===== config.mk =====
export PLATFORM = sky130hd
export DESIGN_NAME = arm_thumb_relocation_patcher
export DESIGN_NICKNAME = d
export VERILOG_FILES = /design/src/design/atrp_pkg.sv /design/src/design/atrp_branch.sv /design/src/design/arm_thumb_relocation_patcher.sv
export SDC_FILE = /design/constraint.sdc
export NUM_CORES = 1
export LEC_CHECK = 0
export BUFFER_PORTS_ARGS = -buffer_cell sky130_fd_sc_hd__clkbuf_2
export CAP_MARGIN = 20
export CORE_MARGIN = 1
export CORE_UTILIZATION = 35
export CTS_BUF_LIST = sky130_fd_sc_hd__clkbuf_4
export CTS_CLUSTER_SIZE = 10
export DETAILED_ROUTE_END_ITERATION = 10
export GPL_TIMING_DRIVEN = 0
export PLACE_DENSITY = 0.58
export SYNTH_ARGS = -nofsm -noshare
export SYNTH_HDL_FRONTEND = slang
export SYNTH_HIERARCHICAL = 1
export SYNTH_SLANG_ARGS = --single-unit
export TNS_END_PERCENT = 1

===== constraint.sdc =====
create_clock -name clk -period 26.1 [get_ports clk]
set_clock_uncertainty 0.2 [all_clocks]
set_input_delay 0 -clock clk [delete_from_list [all_inputs] [get_ports clk]]
set_output_delay 0 -clock clk [all_outputs]
set_load 0.01 [all_outputs]

===== src/design/atrp_pkg.sv =====
package atrp_pkg;

	typedef logic [31:0] word_t;
	typedef logic [15:0] half_t;

	// Relocation kinds
	typedef enum logic [2:0] {
		OP_ABS32     = 3'd0,
		OP_THM_CALL  = 3'd1,
		OP_THM_JUMP  = 3'd2,
		OP_MOVW      = 3'd3,
		OP_MOVT      = 3'd4
	} opcode_t;

	// Result status codes
	typedef enum logic [1:0] {
		STATUS_OK         = 2'd0,
		STATUS_BAD_KIND   = 2'd1,
		STATUS_UNRESOLVED = 2'd2
	} status_t;

	localparam word_t INVALID_SYMBOL = 32'hFFFF_FFFF;
	localparam half_t MOV_UP_KEEP    = 16'hFBF0;
	localparam half_t MOV_DN_KEEP    = 16'h8F00;
	localparam half_t BR_HI_KEEP     = 16'hF800;
	localparam half_t BR_LO_KEEP     = 16'hC000;

	// Flags that steer the branch fixup
	typedef struct packed {
		logic call;     // BL kind: ARM target turns into BLX
		logic thumb;    // target address bit 0
		logic sym_bit1; // target address bit 1
	} branch_ctl_t;

	// Decode the 25-bit BL/B.W offset and sign extend it to 32 bits
	function automatic word_t decode_offset(input half_t hi, input half_t lo);
		logic s;
		logic i1;
		logic i2;
		s  = hi[10];
		i1 = ~(lo[13] ^ s);
		i2 = ~(lo[11] ^ s);
		return {{7{s}}, s, i1, i2, hi[9:0], lo[10:0], 1'b0};
	endfunction

	// Add the symbol to a MOVW/MOVT imm16 and re-encode the chosen half
	function automatic word_t fix_mov(input word_t word, input word_t sym, input logic top);
		half_t up;
		half_t dn;
		half_t imm;
		word_t sum;
		half_t v;
		up  = word[15:0];
		dn  = word[31:16];
		imm = {up[3:0], up[10], dn[14:12], dn[7:0]};
		sum = sym + {16'd0, imm};
		v   = top ? sum[31:16] : sum[15:0];
		up  = (up & MOV_UP_KEEP) | {5'd0, v[11], 6'd0, v[15:12]};
		dn  = (dn & MOV_DN_KEEP) | {1'b0, v[10:8], 4'd0, v[7:0]};
		return {dn, up};
	endfunction

endpackage


===== src/design/atrp_branch.sv =====
module atrp_branch (
	input  atrp_pkg::word_t       site_word,
	input  atrp_pkg::word_t       base,
	input  atrp_pkg::word_t       d_sym,
	input  atrp_pkg::word_t       d_tramp,
	input  atrp_pkg::branch_ctl_t ctl,
	output atrp_pkg::word_t       word,
	output logic                  redirect
);
	import atrp_pkg::*;

	logic  make_blx;
	word_t sum_sym;
	word_t sum_tramp;
	word_t rnd_sym;
	word_t rnd_tramp;
	word_t off_sym;
	word_t off_tramp;
	word_t off;
	logic  in_range;
	logic  s;
	logic  j1;
	logic  j2;
	half_t hi;
	half_t lo;

	assign make_blx = ~ctl.thumb & ctl.call;

	// Offsets to the symbol and to the stub, rounded up to 4 for BLX
	assign sum_sym   = base + d_sym;
	assign sum_tramp = base + d_tramp;
	assign rnd_sym   = sum_sym + 32'd3;
	assign rnd_tramp = sum_tramp + 32'd3;
	assign off_sym   = make_blx ? {rnd_sym[31:2], 2'b00} : sum_sym;
	assign off_tramp = make_blx ? {rnd_tramp[31:2], 2'b00} : sum_tramp;

	// Reachable when the offset fits in 25 signed bits
	assign in_range = (off_sym[31:24] == 8'h00) || (off_sym[31:24] == 8'hFF);

	// Go through the stub unless the target is Thumb and in range, or a call to a word-aligned ARM target can use BLX
	assign redirect = (~ctl.thumb | ~in_range) & (ctl.thumb | ctl.sym_bit1 | ~ctl.call);
	assign off      = redirect ? off_tramp : off_sym;

	// Re-encode the offset into the two halfwords
	always_comb begin
		s  = off[24];
		j1 = s ^ ~off[23];
		j2 = s ^ ~off[22];
		hi = (site_word[15:0] & BR_HI_KEEP) | {5'd0, s, off[21:12]};
		lo = (site_word[31:16] & BR_LO_KEEP) | {2'b00, j1, ~make_blx, j2, off[11:1]};
		word = {lo, hi};
	end

endmodule


===== src/design/arm_thumb_relocation_patcher.sv =====
// Channel  | Handshake          | Payload
// ---------+--------------------+-------------------------------------------------
// request  | in_valid/in_ready  | opcode, site_word, site_address, symbol_address,
//          |                    | trampoline_address
// result   | out_valid/out_ready| patched_word, status, used_trampoline
//
// One request is taken every cycle while the pipeline advances; a held result stalls it.
// Stage 1 registers the request, stage 2 decodes and forms the differences, stage 3
// adds the branch offset, picks the target and re-encodes into the result register.
// All stages advance together whenever the result register is empty or being taken,
// so in_ready follows out_ready in the same cycle. Reset clears only the valid bits.
module arm_thumb_relocation_patcher (
	input  logic              clk,
	input  logic              arst_n,
	input  logic              in_valid,
	output logic              in_ready,
	input  logic [2:0]        opcode,
	input  atrp_pkg::word_t   site_word,
	input  atrp_pkg::word_t   site_address,
	input  atrp_pkg::word_t   symbol_address,
	input  atrp_pkg::word_t   trampoline_address,
	output logic              out_valid,
	input  logic              out_ready,
	output atrp_pkg::word_t   patched_word,
	output logic [1:0]        status,
	output logic              used_trampoline
);
	import atrp_pkg::*;

	logic advance;

	logic        valid_s1;
	logic [2:0]  opcode_s1;
	word_t       word_s1;
	word_t       site_s1;
	word_t       sym_s1;
	word_t       tramp_s1;

	logic        valid_s2;
	word_t       word_s2;
	word_t       pre_word_s2;
	word_t       base_s2;
	word_t       d_sym_s2;
	word_t       d_tramp_s2;
	branch_ctl_t ctl_s2;
	logic        is_branch_s2;
	status_t     status_s2;

	logic        valid_s3;
	word_t       word_s3;
	status_t     status_s3;
	logic        via_s3;

	word_t       pre_word_c;
	logic        is_branch_c;
	status_t     status_c;
	word_t       br_word;
	logic        br_redirect;

	// Advance the whole pipeline unless the result register is held
	assign advance  = ~valid_s3 | out_ready;
	assign in_ready = advance;

	// Stage 1: register the request
	always_ff @(posedge clk or negedge arst_n) begin
		if (!arst_n) begin
			valid_s1 <= 1'b0;
		end else if (advance) begin
			valid_s1 <= in_valid;
		end
	end

	always_ff @(posedge clk) begin
		if (advance) begin
			opcode_s1 <= opcode;
			word_s1   <= site_word;
			site_s1   <= site_address;
			sym_s1    <= symbol_address;
			tramp_s1  <= trampoline_address;
		end
	end

	// Decode the kind and form the non-branch results
	always_comb begin
		pre_word_c  = word_s1;
		is_branch_c = 1'b0;
		status_c    = STATUS_OK;
		if (sym_s1 == INVALID_SYMBOL) begin
			status_c = STATUS_UNRESOLVED;
		end else begin
			unique case (opcode_s1) inside
				OP_ABS32:    pre_word_c  = word_s1 + sym_s1;
				OP_THM_CALL,
				OP_THM_JUMP: is_branch_c = 1'b1;
				OP_MOVW:     pre_word_c  = fix_mov(word_s1, sym_s1, 1'b0);
				OP_MOVT:     pre_word_c  = fix_mov(word_s1, sym_s1, 1'b1);
				default:     status_c    = STATUS_BAD_KIND;
			endcase
		end
	end

	// Stage 2: decoded offset, differences and kind
	always_ff @(posedge clk or negedge arst_n) begin
		if (!arst_n) begin
			valid_s2 <= 1'b0;
		end else if (advance) begin
			valid_s2 <= valid_s1;
		end
	end

	always_ff @(posedge clk) begin
		if (advance) begin
			word_s2         <= word_s1;
			pre_word_s2     <= pre_word_c;
			base_s2         <= decode_offset(word_s1[15:0], word_s1[31:16]);
			d_sym_s2        <= sym_s1 - site_s1;
			d_tramp_s2      <= tramp_s1 - site_s1;
			ctl_s2.call     <= (opcode_s1 == OP_THM_CALL);
			ctl_s2.thumb    <= sym_s1[0];
			ctl_s2.sym_bit1 <= sym_s1[1];
			is_branch_s2    <= is_branch_c;
			status_s2       <= status_c;
		end
	end

	atrp_branch u_branch (
		.site_word (word_s2),
		.base      (base_s2),
		.d_sym     (d_sym_s2),
		.d_tramp   (d_tramp_s2),
		.ctl       (ctl_s2),
		.word      (br_word),
		.redirect  (br_redirect)
	);

	// Stage 3: result register
	always_ff @(posedge clk or negedge arst_n) begin
		if (!arst_n) begin
			valid_s3 <= 1'b0;
		end else if (advance) begin
			valid_s3 <= valid_s2;
		end
	end

	always_ff @(posedge clk) begin
		if (advance) begin
			word_s3   <= is_branch_s2 ? br_word : pre_word_s2;
			status_s3 <= status_s2;
			via_s3    <= is_branch_s2 & br_redirect;
		end
	end

	assign out_valid       = valid_s3;
	assign patched_word    = word_s3;
	assign status          = status_s3;
	assign used_trampoline = via_s3;

	// Only a patched branch may go through the stub
	a_via_ok: assert property (@(posedge clk) disable iff (!arst_n)
		out_valid && used_trampoline |-> status == STATUS_OK)
		else $error("trampoline flagged on a failed relocation");

	// A failed relocation is never routed to the branch path
	a_fail_not_branch: assert property (@(posedge clk) disable iff (!arst_n)
		valid_s2 && status_s2 != STATUS_OK |-> !is_branch_s2)
		else $error("failed relocation marked as branch");

	// A held result stalls the inner stages too
	a_stall_hold: assert property (@(posedge clk) disable iff (!arst_n)
		!advance |=> $stable(valid_s2) && $stable(valid_s1))
		else $error("inner stage moved during stall");

endmodule

Word level (Yosys, flattened, before mapping)
Cells that the tools add are included.

cells by class
  bitwise gates (word level) = 26
  reductions and logical operators = 5
  add/sub/neg operators = 8
  equal/unequal tests = 6
  muxes and demuxes = 8

operators with widths
  operator                                              count
  2-to-1 mux 32 bit                                     3
  case mux 32 bit (3 select lines)                      1
  adder 32 bit                                          2
  2-to-1 mux 25 bit                                     2
  OR 16 x 11 -> 16 bit                                  3
  adder 32 x 16 -> 32 bit                               1
  adder 32 x 2 -> 32 bit (second input constant)        1
  equality test 32 bit (second input constant)          1
  OR 16 x 15 -> 16 bit                                  2
  subtractor 32 bit                                     1
  adder 25 x 2 -> 25 bit (second input constant)        1
  adder 25 bit                                          1
  subtractor 25 bit                                     1
  OR 16 x 14 -> 16 bit                                  1
  inverter 1 bit                                        9
  equality test 8 bit (second input constant)           1
  logical NOT 8 bit                                     1
  equality test 3 x 2 -> 1 bit (second input constant)  2
  OR reduction 5 bit                                    1
  OR 1 bit                                              4
  XOR 1 bit                                             4
  AND 1 bit                                             3
  equality test 3 x 1 -> 1 bit (second input constant)  1
  equality test 3 bit (second input constant)           1
  4 further kinds                                       5

storage, ports and cells
  register bits after elaboration = 313
  output and inout port bits = 37

Depth between registers and ports, before layout
  depth in word-level cells = 13
  depth in mapped cells = 18

Modules after synthesis
Netlist, hierarchy kept.

modules (own cells, without submodules)
  module                        area an instance (um^2)  sequential area each (um^2)  cells an instance  instances
  arm_thumb_relocation_patcher  16049.1                  9143.8                       1290               1
  atrp_branch                   4564.4                   0.0                          608                1

Worst setup path before layout
OpenSTA, ideal clock, no wires.

  kind = register -> register
  start = register valid_s3, in the netlist out_valid
  end = register valid_s1
  cell stages (with the launch flop) = 3
  clock period less this slack = 8.767 ns
  buffers on the path = 0
  arrival = 8.463 ns
  setup slack = 17.333 ns
  cell sequence = dfrtp_1 nand2b_1 mux2_2

between the ends
  cells in the longest elaborated chain, start to end = 2

ends and longest elaborated chain
  element                   RTL line                             source
  start: declaration        arm_thumb_relocation_patcher.sv:49   logic valid_s3;
  start signal: assignment  arm_thumb_relocation_patcher.sv:141  valid_s3 <= valid_s2;
  inverter 1 bit            arm_thumb_relocation_patcher.sv:61   assign advance = ~valid_s3 | out_ready;
  OR 1 bit                  arm_thumb_relocation_patcher.sv:61
  named net in_ready        arm_thumb_relocation_patcher.sv:16   output logic in_ready,
  end signal: assignment    arm_thumb_relocation_patcher.sv:69   valid_s1 <= in_valid;
  end: declaration          arm_thumb_relocation_patcher.sv:32   logic valid_s1;

The timed path passes the listed nets, and every way through them passes these cells.
A chain may end at the register's enable or synchronous reset.

==> results_dict.tcl <==
set metrics [dict create \
    cts.clk_slew.worst_paths_ns 0.07 \
    min-delay-start "status_s2[1]" \
    crit_required_ns 26.54 \
    antenna_found_initial 1 \
    yosys_warnings 6 \
    drc 0 \
    fin_tns_setup_ns 0 \
    stdcell_area_sq_mm 0.0252 \
    cts-root-buf "clkbuf_4" \
    hold_depth 0 \
    grt_pass1_vias 16100 \
    fmax_ghz 0.175 \
    final_util 0.454 \
    grt_pass1_wl_microns 94400 \
    ir_drop_uv 43.4 \
    place_area_sq_mm 0.0216 \
    fillers 5157 \
    final-seq-area_sq_mm 0.00863 \
    avgViaCountPerCell 5.27 \
    arrival_ns 6.17 \
    grt_remaining_overflow 0 \
    p_leak_uw 0.0105 \
    fin_nets 2644 \
    core-area_sq_mm 0.0554 \
    wl_per_cell_microns 20.2 \
    io_buffers 164 \
    power_uw 2640 \
    fp.dieW_microns 240 \
    r2r_end "patched_word[19]" \
    clock_sinks 288 \
    die_h_microns 240 \
    clock_path_buffers 3 \
    fin_hold_ws_ns 0.220 \
    path_buf_inv 3 \
    syn-instance-count 1840 \
    slew_violations 0 \
    h-tree-depth 3 \
    rsz0062_at_grt "no" \
    crit_type "register to register" \
    drv_cap 0 \
    multi_input_area_sq_mm 0.0105 \
    rr_worst_depth 17 \
    path_max_fanout 10 \
    pwr_density_cell_mw_per_mm2 105 \
    cp_slowest_stage_delay_ns 0.57 \
    hold_viol_final 0 \
    fp-row-count 86 \
    setup_viol 0 \
    grt_start_max_net_pins 75 \
    io_pins 172 \
    cts_resized 0 \
    rrSetupSlack_ns 20.37 \
    cts_buffers 79 \
    maxSlewHeadroom 0.281 \
    drt_first_pass_iters 7 \
    hpwl_microns 47200 \
    slowest_stage "or4_1" \
    clk_latency_ns 0.81 \
    crit_chain "ha_1, clkbuf_1, nand4_1, o211ai_1, or4_1, o21ba_2, xor2_1, nand4b_2, nor4_4, nand4_2, and4_1, o21ai_2, o21a_1, buf_6, buf_12, mux2i_1, mux2_2" \
    status "completed" \
    cts_tree "built" \
    drive_above_1_share 0.163 \
    vias 16600 \
    area_growth_pct 27.4 \
    hp-class "register to register" \
    post-route-period-util 0.220 \
    finalCriticalPeriod_ns 5.73 \
    r2r-start "word_s2[25]" \
    ant_nets 0 \
    grt_util_all_layers 0.221 \
    critPathLaunchType "register" \
    die_area_sq_mm 0.0574 \
    initial_core_util 0.357 \
    critPathTopFamily "simple AND/OR/NAND/NOR gates" \
    syn_area_sq_mm 0.0198 \
    syn_area_per_cell_sq_um 10.7 \
    routabilityCongestion 0.945 \
    end_kind "register" \
    first_iter_violations 1264 \
    hold_end "status[1]" \
    routed_wl_microns 63800 \
    tightest_slew_ns 1.07 \
]
layer usage:
metal	track usage	wire (microns)	part of all wire
met1	0.285	27600	0.43
met4	0.0969	2160	0.034
met5	0	0	0
met3	0.0327	3650	0.057
met2	0.368	30400	0.48
through the flow:
| stage | setup slack (ns) | instances |
|---|---|---|
| finish | 20.37 | 3150 |
| global route | 20.18 | 3149 |
| CTS | 20.45 | 3148 |
| detailed placement | 20.48 | 2757 |
| global placement | 15.06 | 2753 |
| floorplan | 17.77 | 1841 |
sequential cells by signal, summed over array words and instances (netlist names):
| name | cells |
|---|---|
| patched_word | 32 |
| base_s2 | 2 |
| site_s1 | 32 |
| valid_s1 | 1 |
| tramp_s1 | 25 |
| valid_s2 | 1 |
| status_s2 | 2 |
| opcode_s1 | 3 |
| word_s1 | 32 |
| status | 2 |
| d_sym_s2 | 32 |
| pre_word_s2 | 32 |
| sym_s1 | 32 |
| is_branch_s2 | 1 |
| word_s2 | 29 |
| used_trampoline | 1 |
| out_valid | 1 |
| ctl_s2 | 3 |
| d_tramp_s2 | 25 |
worst max path at each step:
stage,end,startpoint,cells after the start,slack (ns)
2_1_floorplan,valid_s1,out_valid,2,17.77
3_3_place_gp,valid_s1,out_ready,3,15.06
3_5_place_dp,patched_word[18],word_s2[25],17,20.48
4_1_cts,patched_word[18],word_s2[25],17,20.45
5_1_grt,patched_word[19],word_s2[25],17,20.18
6_report,patched_word[19],word_s2[25],17,20.37
what timing repair did:
| item | CTS | global route |
|---|---|---|
| endpoints found under the hold margin | 336 | 0 |
| setup buffers | 0 | 0 |
| hold buffers | 255 | 0 |
worst reg2reg max path, stage by stage, from the launching register on:
cell and delay [ns]:
edfxtp_1 0.52, ha_1 0.34, clkbuf_1 0.23, nand4_1 0.14, o211ai_1 0.23, or4_1 0.57, o21ba_2 0.23, xor2_1 0.36
nand4b_2 0.22, nor4_4 0.43, nand4_2 0.26, and4_1 0.28, o21ai_2 0.26, o21a_1 0.19, buf_6 0.17, buf_12 0.15
mux2i_1 0.56, mux2_2 0.27
cell type report:
type | count | share of cell area
Multi-Input combinational cell | 1407 | 0.417
Sequential cell | 288 | 0.343
Timing Repair Buffer | 423 | 0.138
Tap cell | 748 | 0.0372
Clock buffer | 110 | 0.0328
Inverter | 88 | 0.0131
Buffer | 58 | 0.0125
Clock inverter | 26 | 0.00616
Antenna cell | 2 | 0.000199
placed cells by master (no fill, tap or decap), drive strengths merged, types with 13 or more instances in the layout:
cell and count:
a31oi 21, nor4 13, nor3 41, a211oi 18, xor2 71, nand4 34, nand2b 26, o21a 30
ha 158, o21bai 19, o21ai 95, nand3 42, buf 25, nand2 120, clkinv 23, and3 18
xnor2 123, a21o 69, mux2 34, edfxtp 285, nor2 99, clkbuf 311, mux2i 30, dlygate4sd3 255
inv 89, nor2b 25, a21oi 140
where the power goes:
part           internal (uW)  switching, uW  leakage [uW]  total, uW
registers                681            103       0.00291        784
clock network            214            197      0.000584        411
logic                    591            852       0.00700       1440
total                   1490           1150        0.0105       2640
Power figures use the tool's default switching activity.
